==> src/gnpm_pkg.sv <==
// Shared types and constants for the gapped needle pair matcher.
`timescale 1ns / 1ps
package gnpm_pkg;

    // Default geometry
    localparam int FIRST_LEN_DEF  = 4;
    localparam int SECOND_LEN_DEF = 6;
    localparam int MAX_GAP_DEF    = 64;
    localparam int POS_BITS_DEF   = 32;

    // Register field widths
    localparam int FIRST_W  = 32;
    localparam int SECOND_W = 48;
    localparam int GAP_W    = 7;
    localparam int CFG_IDX_W = 3;
    localparam int CFG_DATA_W = 48;
    localparam int OUT_POS_W = 32;
    localparam int COUNT_W   = 32;

    // Gap compares are done at this width so MAX_GAP up to 511 fits
    localparam int GAP_CMP_W = 9;

    // Register reset values ("wolf", "enzyme")
    localparam logic [FIRST_W-1:0]  FIRST_RST   = 32'h776F_6C66;
    localparam logic [SECOND_W-1:0] SECOND_RST  = 48'h656E_7A79_6D65;
    localparam logic [GAP_W-1:0]    GAP_MIN_RST = 7'd0;
    localparam logic [GAP_W-1:0]    GAP_MAX_RST = 7'd64;
    localparam logic                REQ_RST     = 1'b1;

    // Register indexes
    typedef enum logic [CFG_IDX_W-1:0] {
        CFG_FIRST_NEEDLE  = 3'd0,
        CFG_SECOND_NEEDLE = 3'd1,
        CFG_GAP_MIN       = 3'd2,
        CFG_GAP_MAX       = 3'd3,
        CFG_REQUIRE_FIRST = 3'd4
    } t_cfg_idx;

    // Configuration bundle
    typedef struct packed {
        logic [FIRST_W-1:0]  first_needle;
        logic [SECOND_W-1:0] second_needle;
        logic [GAP_W-1:0]    gap_min;
        logic [GAP_W-1:0]    gap_max;
        logic                require_first;
    } t_cfg;

    // One result item
    typedef struct packed {
        logic                 match_found;
        logic [OUT_POS_W-1:0] match_start;
        logic [COUNT_W-1:0]   match_total;
        logic                 text_done;
    } t_result;

endpackage

==> src/gnpm_cfg_regs.sv <==
// Configuration register file: needles, gap window and mode bit.
`timescale 1ns / 1ps
module gnpm_cfg_regs
    import gnpm_pkg::*;
(
    input  logic                  i_clk,
    input  logic                  i_rst_n,
    input  logic                  i_cfg_valid,
    output logic                  o_cfg_ready,
    input  logic [CFG_IDX_W-1:0]  i_cfg_index,
    input  logic [CFG_DATA_W-1:0] i_cfg_data,
    output t_cfg                  o_cfg
);

    t_cfg r_cfg;

    // Writes are always taken
    assign o_cfg_ready = 1'b1;
    assign o_cfg       = r_cfg;

    // Register write, indexes past the list are dropped
    always_ff @(posedge i_clk) begin
        if (!i_rst_n) begin
            r_cfg.first_needle  <= FIRST_RST;
            r_cfg.second_needle <= SECOND_RST;
            r_cfg.gap_min       <= GAP_MIN_RST;
            r_cfg.gap_max       <= GAP_MAX_RST;
            r_cfg.require_first <= REQ_RST;
        end else if (i_cfg_valid) begin
            unique case (t_cfg_idx'(i_cfg_index))
                CFG_FIRST_NEEDLE:  r_cfg.first_needle  <= i_cfg_data[FIRST_W-1:0];
                CFG_SECOND_NEEDLE: r_cfg.second_needle <= i_cfg_data[SECOND_W-1:0];
                CFG_GAP_MIN:       r_cfg.gap_min       <= i_cfg_data[GAP_W-1:0];
                CFG_GAP_MAX:       r_cfg.gap_max       <= i_cfg_data[GAP_W-1:0];
                CFG_REQUIRE_FIRST: r_cfg.require_first <= i_cfg_data[0];
                default: ;
            endcase
        end
    end

endmodule

==> src/gnpm_match_core.sv <==
// Match core: byte history, position, first-needle start line and counter.
`timescale 1ns / 1ps
module gnpm_match_core
    import gnpm_pkg::*;
#(
    parameter int FIRST_LEN  = FIRST_LEN_DEF,
    parameter int SECOND_LEN = SECOND_LEN_DEF,
    parameter int MAX_GAP    = MAX_GAP_DEF,
    parameter int POS_BITS   = POS_BITS_DEF
) (
    input  logic       i_clk,
    input  logic       i_rst_n,
    input  t_cfg       i_cfg,
    input  logic       i_advance,
    input  logic [7:0] i_data_byte,
    input  logic       i_end_of_text,
    output t_result    o_result
);

    localparam int KEEP   = (FIRST_LEN > SECOND_LEN) ? FIRST_LEN : SECOND_LEN;
    localparam int HIST_W = 8 * KEEP;
    localparam int WIN_W  = HIST_W + 8;
    localparam int FILL_W = $clog2(KEEP + 1);
    // Slot j holds a first-needle start FIRST_LEN+j bytes before the next byte
    localparam int SLOTS  = SECOND_LEN + MAX_GAP;

    logic [HIST_W-1:0]   r_hist,   n_hist;
    logic [POS_BITS-1:0] r_pos,    n_pos;
    logic [FILL_W-1:0]   r_fill,   n_fill;
    logic [SLOTS-1:0]    r_starts, n_starts;
    logic [COUNT_W-1:0]  r_count,  n_count;

    logic [WIN_W-1:0]    window;
    logic [63:0]         needle1;
    logic [63:0]         needle2;
    logic                first_hit;
    logic                second_hit;
    logic                pair_hit;
    logic                found;
    logic [POS_BITS-1:0] start_pos;

    // Window, fill count and needle compares
    always_comb begin
        window  = {r_hist, i_data_byte};
        needle1 = 64'(i_cfg.first_needle);
        needle2 = 64'(i_cfg.second_needle);
        n_fill  = (r_fill == FILL_W'(KEEP)) ? r_fill : r_fill + FILL_W'(1);
        first_hit  = (n_fill >= FILL_W'(FIRST_LEN)) &&
                     (window[8*FIRST_LEN-1:0] == needle1[8*FIRST_LEN-1:0]);
        second_hit = (n_fill >= FILL_W'(SECOND_LEN)) &&
                     (window[8*SECOND_LEN-1:0] == needle2[8*SECOND_LEN-1:0]);
    end

    // Age the start line by one byte and look for a start inside the gap window
    always_comb begin
        n_starts[0] = first_hit;
        for (int j = 1; j < SLOTS; j++) begin
            n_starts[j] = r_starts[j-1];
        end
        pair_hit = 1'b0;
        for (int g = 0; g <= MAX_GAP; g++) begin
            if (r_starts[SECOND_LEN-1+g] &&
                (GAP_CMP_W'(g) >= GAP_CMP_W'(i_cfg.gap_min)) &&
                (GAP_CMP_W'(g) <= GAP_CMP_W'(i_cfg.gap_max))) begin
                pair_hit = 1'b1;
            end
        end
    end

    // Result and next state
    always_comb begin
        found     = second_hit && (!i_cfg.require_first || pair_hit);
        start_pos = r_pos - POS_BITS'(SECOND_LEN - 1);
        n_count   = r_count;
        if (found && (r_count != '1)) begin
            n_count = r_count + COUNT_W'(1);
        end
        n_hist = window[HIST_W-1:0];
        n_pos  = r_pos + POS_BITS'(1);

        o_result.match_found = found;
        o_result.match_start = found ? OUT_POS_W'(start_pos) : '0;
        o_result.match_total = n_count;
        o_result.text_done   = i_end_of_text;
    end

    // State update per byte; end of text starts a fresh haystack
    always_ff @(posedge i_clk) begin
        if (!i_rst_n) begin
            r_hist   <= '0;
            r_pos    <= '0;
            r_fill   <= '0;
            r_starts <= '0;
            r_count  <= '0;
        end else if (i_advance) begin
            if (i_end_of_text) begin
                r_hist   <= '0;
                r_pos    <= '0;
                r_fill   <= '0;
                r_starts <= '0;
                r_count  <= '0;
            end else begin
                r_hist   <= n_hist;
                r_pos    <= n_pos;
                r_fill   <= n_fill;
                r_starts <= n_starts;
                r_count  <= n_count;
            end
        end
    end

endmodule

==> src/gapped_needle_pair_matcher_unit.sv <==
// Top level of the gapped needle pair matcher: input and result registers.
`timescale 1ns / 1ps
// Usage:
//   Input channel (i_in_valid / o_in_ready) carries one haystack byte per
//   transfer plus an end-of-text flag that closes the current haystack.
//   Output channel (o_out_valid / i_out_ready) carries one result per byte:
//   match flag, start position of the second needle, running saturating
//   count for this haystack and the echoed end-of-text flag.
//   Config channel (i_cfg_valid / o_cfg_ready) writes needles, gap window
//   and mode by index; it is always ready and should be used while idle.
//   Each byte passes through one input register and then one result
//   register before its result shows on the output.
//   Throughput: one byte per clock while the receiver does not stall, set
//   by the single compare-and-update step of the match core between them.
//   When the receiver stalls, the result register holds and the input
//   register still takes one more byte; ready then drops until the
//   result is taken.
//   Reset (synchronous, active low) restores the register defaults, clears
//   byte history, position, start line and counter, and empties the pipe.
module gapped_needle_pair_matcher_unit
    import gnpm_pkg::*;
#(
    parameter int FIRST_LEN  = FIRST_LEN_DEF,
    parameter int SECOND_LEN = SECOND_LEN_DEF,
    parameter int MAX_GAP    = MAX_GAP_DEF,
    parameter int POS_BITS   = POS_BITS_DEF
) (
    input  logic                  i_clk,
    input  logic                  i_rst_n,
    input  logic                  i_cfg_valid,
    output logic                  o_cfg_ready,
    input  logic [CFG_IDX_W-1:0]  i_cfg_index,
    input  logic [CFG_DATA_W-1:0] i_cfg_data,
    input  logic                  i_in_valid,
    output logic                  o_in_ready,
    input  logic [7:0]            i_data_byte,
    input  logic                  i_end_of_text,
    output logic                  o_out_valid,
    input  logic                  i_out_ready,
    output logic                  o_match_found,
    output logic [OUT_POS_W-1:0]  o_match_start,
    output logic [COUNT_W-1:0]    o_match_total,
    output logic                  o_text_done
);

    t_cfg       cfg;
    t_result    core_result;
    logic       out_load;
    logic       advance;

    logic       r_in_valid;
    logic [7:0] r_in_byte;
    logic       r_in_eot;
    logic       r_out_valid;
    t_result    r_out;

    gnpm_cfg_regs u_cfg_regs (
        .i_clk       (i_clk),
        .i_rst_n     (i_rst_n),
        .i_cfg_valid (i_cfg_valid),
        .o_cfg_ready (o_cfg_ready),
        .i_cfg_index (i_cfg_index),
        .i_cfg_data  (i_cfg_data),
        .o_cfg       (cfg)
    );

    gnpm_match_core #(
        .FIRST_LEN  (FIRST_LEN),
        .SECOND_LEN (SECOND_LEN),
        .MAX_GAP    (MAX_GAP),
        .POS_BITS   (POS_BITS)
    ) u_match_core (
        .i_clk         (i_clk),
        .i_rst_n       (i_rst_n),
        .i_cfg         (cfg),
        .i_advance     (advance),
        .i_data_byte   (r_in_byte),
        .i_end_of_text (r_in_eot),
        .o_result      (core_result)
    );

    // Pipe control: result register frees up when empty or being taken
    assign out_load   = !r_out_valid || i_out_ready;
    assign advance    = r_in_valid && out_load;
    assign o_in_ready = !r_in_valid || advance;

    // Input register
    always_ff @(posedge i_clk) begin
        if (!i_rst_n) begin
            r_in_valid <= 1'b0;
        end else if (o_in_ready) begin
            r_in_valid <= i_in_valid;
        end
    end

    always_ff @(posedge i_clk) begin
        if (o_in_ready && i_in_valid) begin
            r_in_byte <= i_data_byte;
            r_in_eot  <= i_end_of_text;
        end
    end

    // Result register
    always_ff @(posedge i_clk) begin
        if (!i_rst_n) begin
            r_out_valid <= 1'b0;
        end else if (out_load) begin
            r_out_valid <= r_in_valid;
        end
    end

    always_ff @(posedge i_clk) begin
        if (advance) begin
            r_out <= core_result;
        end
    end

    assign o_out_valid   = r_out_valid;
    assign o_match_found = r_out.match_found;
    assign o_match_start = r_out.match_start;
    assign o_match_total = r_out.match_total;
    assign o_text_done   = r_out.text_done;

endmodule

==> config.mk <==
export PLATFORM = sky130hd
export DESIGN_NAME = gapped_needle_pair_matcher_unit
export DESIGN_NICKNAME = d
export VERILOG_FILES = /design/src/gnpm_pkg.sv /design/src/gnpm_cfg_regs.sv /design/src/gnpm_match_core.sv /design/src/gapped_needle_pair_matcher_unit.sv
export SDC_FILE = /design/constraint.sdc
export NUM_CORES = 1
export LEC_CHECK = 0
export BUFFER_PORTS_ARGS = -buffer_cell sky130_fd_sc_hd__buf_4
export CORE_MARGIN = 3
export CORE_UTILIZATION = 35
export DETAILED_ROUTE_END_ITERATION = 10
export PLACE_DENSITY = 0.54
export SLEW_MARGIN = 25
export SYNTH_ARGS = -nofsm -noshare
export SYNTH_HDL_FRONTEND = slang
export SYNTH_SLANG_ARGS = --single-unit
==> constraint.sdc <==
create_clock -name i_clk -period 3.8 [get_ports i_clk]
set_input_delay 0.38 -clock i_clk [delete_from_list [all_inputs] [get_ports i_clk]]
set_output_delay 0.38 -clock i_clk [all_outputs]
set_load 0.005 [all_outputs]
# == Yosys cells after proc, flatten, opt, wreduce, memory -nomap -nowiden ==
# Index checks and enable logic that the tools add are counted.
# op_classes
n_addsub,4
magnitude_cmp,131
reduce_logical,147
mux,72
n_eq_ne,8
# op_table
operator,n
greater-or-equal comparator 6 x 7 -> 1 bit (first input constant),32
<= comparator 6 x 7 -> 1 bit (first input constant),32
logical AND 1 bit,135
greater-or-equal comparator 5 x 7 -> 1 bit (first input constant),16
<= comparator 5 x 7 -> 1 bit (first input constant),16
two-way mux 32 bit,3
two-way mux 70 bit,1
two-way mux 1 bit,65
adder 32 x 1 -> 32 bit (second input constant),2
greater-or-equal comparator 4 x 7 -> 1 bit (first input constant),8
<= comparator 4 x 7 -> 1 bit (first input constant),8
== test 48 bit,1
two-way mux 40 bit,1
== test 32 bit,1
!= test 32 bit (second input constant),1
subtractor 32 x 3 -> 32 bit (second input constant),1
greater-or-equal comparator 3 x 7 -> 1 bit (first input constant),4
<= comparator 3 x 7 -> 1 bit (first input constant),4
greater-or-equal comparator 1 x 7 -> 1 bit (first input constant),2
greater-or-equal comparator 2 x 7 -> 1 bit (first input constant),2
<= comparator 2 x 7 -> 1 bit (first input constant),2
AND reduction 2 bit,5
greater-or-equal comparator 7 bit (first input constant),1
<= comparator 1 x 7 -> 1 bit (first input constant),1
10 further kinds,18
# totals
input_bits,65
regBits,349

# == Depth between registers and ports, before layout ==
# depth
depth_word,72
mapped_depth,14
mapped_depth_nobuf,11

# == By module ==
# From an unflattened synthesis, not the netlist that was laid out.
# unflattened
hier_cells,2114
area_unflattened_um2,18197.5
# by_module_without_submodules
mod,area_per_inst_um2,n_inst,cells_each
gnpm_match_core,11954.0,1,1647
gnpm_cfg_regs,3887.5,1,383
gapped_needle_pair_matcher_unit,2356.0,1,84

# == Least setup slack after synthesis ==
# Ideal clock, no wire load.
# synth_timing
path_kind,reg-to-reg
start,"register r_out_valid, in the netlist o_out_valid"
end,"register r_out, in the netlist o_match_found, enable pin"
setup_ns,0.456
arrival_time_ns,3.076
path_stages_with_launch,7
path_buffers,3
synth_period_minus_slack_ns,3.532
path_slack_ns,0.268
path_cell_list,dfxtp_1 > nor2b_1 > nand2b_1 > clkbuf_1 > inv_2 > clkbuf_1 > clkbuf_1
# synth_via
elab_chain_len,3
# synth_rtl
item,line,source
"start, declared",gapped_needle_pair_matcher_unit.sv:54,logic r_out_valid;
"start signal, assigned",gapped_needle_pair_matcher_unit.sv:108,r_out_valid <= r_in_valid;
logical NOT 1 bit,gapped_needle_pair_matcher_unit.sv:83,assign out_load = !r_out_valid || i_out_ready;
logical OR 1 bit,gapped_needle_pair_matcher_unit.sv:83,
logical AND 1 bit,gapped_needle_pair_matcher_unit.sv:84,assign advance = r_in_valid && out_load;
net advance,gapped_needle_pair_matcher_unit.sv:49,logic advance;
"end signal, assigned",gapped_needle_pair_matcher_unit.sv:114,r_out <= core_result;
"end, declared",gapped_needle_pair_matcher_unit.sv:55,t_result r_out;
# The timed path passes the listed nets, and every way through them passes these cells.
# A chain may end at the register's enable or synchronous reset.

# == Worst setup path in the final report ==
# layout_timing
start,"register u_cfg_regs.r_cfg, in the netlist u_cfg_regs.o_cfg[10]"
end,register u_match_core.r_count[11]
# layout_via
elab_chain_len,72
elab_cells_between_ends,264
# layout_rtl
item,line,source
"start, declared",gnpm_cfg_regs.sv:15,t_cfg r_cfg;
greater-or-equal comparator 1 x 7 -> 1 bit,gnpm_match_core.sv:63,(GAP_CMP_W'(g) >= GAP_CMP_W'(i_cfg.gap_min)) &&
logical AND 1 bit,gnpm_match_core.sv:62,if (r_starts[SECOND_LEN-1+g] &&
two-way mux 1 bit / logical AND 1 bit (equally long branches),"gnpm_match_core.sv:62, gnpm_match_core.sv:63",
two-way mux 1 bit (63 in series),gnpm_match_core.sv:62,
two-way mux 1 bit (*),gnpm_match_core.sv:62,
logical OR 1 bit (*),gnpm_match_core.sv:72,found = second_hit && (!i_cfg.require_first || pair_hit);
logical AND 1 bit (*),gnpm_match_core.sv:72,
logical AND 1 bit (*),gnpm_match_core.sv:75,if (found && (r_count != '1)) begin
two-way mux 32 bit (*),gnpm_match_core.sv:75,
two-way mux 32 bit (*),gnpm_match_core.sv:96,if (i_end_of_text) begin
"end signal, assigned",gnpm_match_core.sv:107,r_count <= n_count;
"end, declared",gnpm_match_core.sv:31,"logic [COUNT_W-1:0] r_count, n_count;"
# Mark *: on every way between the ends. The rest lies on a longest branch, timed or not.

==> results.sh <==
export IMPL_outcome="complete, no violations"
export IMPL_drv_slew=0
export IMPL_netSwitchingPower_mw=2.06
export IMPL_synth_top_family_by_area="simple AND/OR/NAND/NOR gates"
export IMPL_hold_path_endpoint="u_cfg_regs.o_cfg[60]$_SDFFE_PN1P_"
export IMPL_ys_seq_area_share_pct=45.3
export IMPL_p_leak_nw=7.60
export IMPL_cts_buffers=41
export IMPL_r2r_end="u_match_core.r_count[11]$_SDFFE_PN0P_"
export IMPL_finalSetupViolations=0
export IMPL_wl_per_cell_um=19.7
export IMPL_fp_row_count=80
export IMPL_setup_slack_ns=0.139
export IMPL_cts_sinks=349
export IMPL_cp_arrival_ns=4.11
export IMPL_grt_usage_pct=20.9
export IMPL_synthAdderAreaFrac_pct=0.366
export IMPL_drcViolationCount=0
export IMPL_finalHoldViolations=0
export IMPL_hp_start="i_cfg_data[45]"
export IMPL_clk_pin_slew_ns=0.06
export IMPL_vias=15000
export IMPL_cts_max_level=2
export IMPL_synth_edf_count=75
export IMPL_die_area_sq_um=51500
export IMPL_grt_max_degree=167
export IMPL_r2r_slack_ns=0.14
export IMPL_place_congestion=0.900
export IMPL_final_nets=2194
export IMPL_power_density_nw_per_um2=419
export IMPL_synth_top_area_share_pct=32.1
export IMPL_clkPwrFrac_pct=47.8
export IMPL_comb_power_share_pct=6.2
export IMPL_yosysWarnings=0
export IMPL_grt_pass1_wl_um=84200
export IMPL_drive_above_1_share_pct=12.8
export IMPL_syn_nets=2098
export IMPL_hpwl_um=37200
export IMPL_place_ws_ns=0.0739
export IMPL_cts_tree="yes"
export IMPL_floorplan_initialDensity_pct=35.6
export IMPL_cts_root_buffer="clkbuf_16"
export IMPL_synth_cell_types=83
export IMPL_avgSynthCellArea_sq_um=8.43
export IMPL_grt_ovfl_total=0
export IMPL_cp_max_fo=26
export IMPL_internal_power_mw=6.46
export IMPL_ir_drop_mv=0.284
export IMPL_grt_pass1_vias=14100
export IMPL_cts_buffer_depth=3
export IMPL_reg2reg_from="u_cfg_regs.o_cfg[10]$_SDFFE_PN0P_"
export IMPL_cp_end_kind="flop"
export IMPL_insertion_delay_ns=0.58
export IMPL_synth_compound_area_share_pct=14.0
export IMPL_cap_viol_max_count=0
export IMPL_die_height_um=227
export IMPL_area_growth_syn_to_layout_pct=18.9
export IMPL_drt_iter0_drc=1245
export IMPL_yosys_area_top_type="dfxtp_1"
export IMPL_synthFlopType="dfxtp_1"
export IMPL_synthMuxAreaShare_pct=0.652
export IMPL_use_met2_pct=34.4
export IMPL_required_ns=4.25
export IMPL_relSlewSlack_pct=34.6
export IMPL_port_buffers=132
export IMPL_pin_count=134
export IMPL_fin_worst_skew_ns=0.0288
export IMPL_vias_per_cell=5.42
export IMPL_hold_class="input port to flop"
export IMPL_post_route_min_period_ns=3.66
export IMPL_post_cts_buffers=0
export IMPL_ys_ff_latch=349
export IMPL_synth_simple_gate_area_share_pct=27.3
export IMPL_worst_pin_slew_ns=0.968
export IMPL_async_reset_ff_share_pct=0
export IMPL_synth_area_sq_um=17100
export IMPL_core_sq_um=47900
export IMPL_criticalPathCategory="flop to flop"
export IMPL_timing_fmax_mhz=273
export IMPL_gr_usage_met1_pct=28.7
export IMPL_setup_tns_ns=0
export IMPL_diodes=0
export IMPL_dr_pass1_iters=6
export IMPL_die_width_um=227
export IMPL_synthTopCellsByArea="dfxtp_1 (32%), edfxtp_1 (13%), nand2_1 (8.5%), a21oi_1 (6.1%), xor2_1 (5.9%)"
export IMPL_routed_wl_um=54600
export IMPL_fin_crit_sh_pct=96.4
export IMPL_synth_xor_area_share_pct=8.15
export IMPL_post_route_util_pct=42.4
export IMPL_synth_cells=2028
export IMPL_grt_setup_unrepaired="no"
export IMPL_ant_nets=0
export IMPL_holdPathStages=3
export IMPL_grtUsageMet3_pct=3.09
export IMPL_power_switching_share_pct=24.2
export IMPL_grt_busiest_layer="met2"
export IMPL_reg2reg_depth=11
export IMPL_start_kind="flop"
export IMPL_seqPwrFrac_pct=46.0
export IMPL_antenna_found_initial=0
## how the worst max path moves through the flow
| stage | startpoint | end | slack [ns] |
|---|---|---|---|
| floorplan | o_out_valid$_SDFFE_PN0P_ | o_match_found$_DFFE_PP_ | 0.27 |
| global placement | u_cfg_regs.o_cfg[9]$_SDFFE_PN0P_ | o_match_total[23]$_DFFE_PP_ | 0.06 |
| detailed placement | u_cfg_regs.o_cfg[9]$_SDFFE_PN0P_ | u_match_core.r_count[11]$_SDFFE_PN0P_ | 0.07 |
| CTS | u_cfg_regs.o_cfg[9]$_SDFFE_PN0P_ | u_match_core.r_count[11]$_SDFFE_PN0P_ | 0.07 |
| global route | u_cfg_regs.o_cfg[10]$_SDFFE_PN0P_ | u_match_core.r_count[11]$_SDFFE_PN0P_ | 0.009 |
| finish | u_cfg_regs.o_cfg[10]$_SDFFE_PN0P_ | u_match_core.r_count[11]$_SDFFE_PN0P_ | 0.14 |
## synthesized netlist by cell type, types with 18 or more instances
library cell / count
a21oi_1: 210
nand2_1: 385
nor2_1: 125
xnor2_1: 44
nand3_1: 99
nand4_1: 25
o211ai_1: 27
edfxtp_1: 75
buf_2: 32
o21ai_0: 38
and2_1: 18
inv_1: 21
xor2_1: 115
and3_1: 31
dfxtp_1: 274
nor4_1: 47
nand3b_1: 114
clkbuf_1: 113
nor3_1: 33
## metal layers
metal / vias to the layer above / wire length [um]
li1: 7324 / -
met1: 7199 / 24700
met2: 419 / 25400
met3: 84 / 2950
met4: 0 / 1460
met5: - / 0
## critical path: stages, from the launching register on
cell      delay, ns
dfxtp_1        0.82
buf_4          0.29
a21o_1         0.14
a221oi_1       0.12
a41o_1         0.26
nor4_1         0.35
and4_1         0.31
and3_1         0.42
a21oi_4        0.11
buf_12         0.20
and2_1         0.19
a221o_1        0.31
## layout by cell type, fill, tap and decap left out, types with 12 or more instances in the layout
cell,netlist,layout
a21oi_1,210,210
and2_1,18,18
and3_1,31,31
buf_4,2,178
clkbuf_16,0,42
dfxtp_1,274,273
dlygate4sd3_1,0,27
edfxtp_1,75,75
inv_1,21,20
nand2_1,385,385
nand3_1,99,99
nand3b_1,114,114
nand4_1,25,25
nor2_1,125,123
nor3_1,33,33
nor4_1,47,47
o211ai_1,27,27
o21ai_0,38,38
or3_1,12,12
xnor2_1,44,44
xor2_1,115,115
## sequential cells by signal, summed over array words and instances (netlist names)
register,flops
u_match_core.r_hist,40
u_match_core.r_count,32
r_in_valid,1
o_out_valid,1
r_in_eot,1
o_match_start,32
u_cfg_regs.o_cfg,95
o_match_found,1
r_in_byte,8
o_match_total,32
u_match_core.r_fill,3
o_text_done,1
u_match_core.r_pos,32
u_match_core.r_starts,70
## cells by family (layout without fill, tap and decap cells)
logic type,Yosys count,after routing
other,1,1
multiplexers,11,11
buffers and inverters,178,307
AND/OR/NAND/NOR,939,939
adder cells (fa/ha/maj),5,5
XOR/XNOR,159,159
flip-flops,349,349
AO/OA/AOI/OAI,386,386
## timing repair
action | in CTS | in global routing
hold buffers | 27 | 0
gates resized for setup | 0 | 1
setup endpoints to repair | 0 | 37
endpoints found under the hold margin | 34 | 0
## per-stage QoR
stage	total power [mW]	instance area (sq um)	hold slack, ns	instances
floorplan	4.25	17100	0.432	2028
global placement	4.51	18600	0.440	2669
detailed placement	4.51	18600	0.448	2669
CTS	8.64	20300	0.00397	2772
global route	8.84	20300	0.0187	2772
finish	8.51	20300	0.0336	2772
## area by class of cell
cell class	instances	area [sq um]
Clock buffer	56	1160
Clock inverter	20	246
Fill cell	4785	27600
Inverter	22	90.1
Multi-Input combinational cell	1501	8640
Sequential cell	349	7740
Tap cell	615	769
Timing Repair Buffer	209	1680
## power groups by stage
stage	logic, mW	clock network, mW	registers, mW
floorplan	0.270	0	3.98
global placement	0.506	0	4.00
detailed placement	0.506	0	4.00
CTS	0.529	4.19	3.92
global route	0.574	4.34	3.93
finish	0.525	4.07	3.92
No activity file was read; power rests on OpenSTA's default activity.
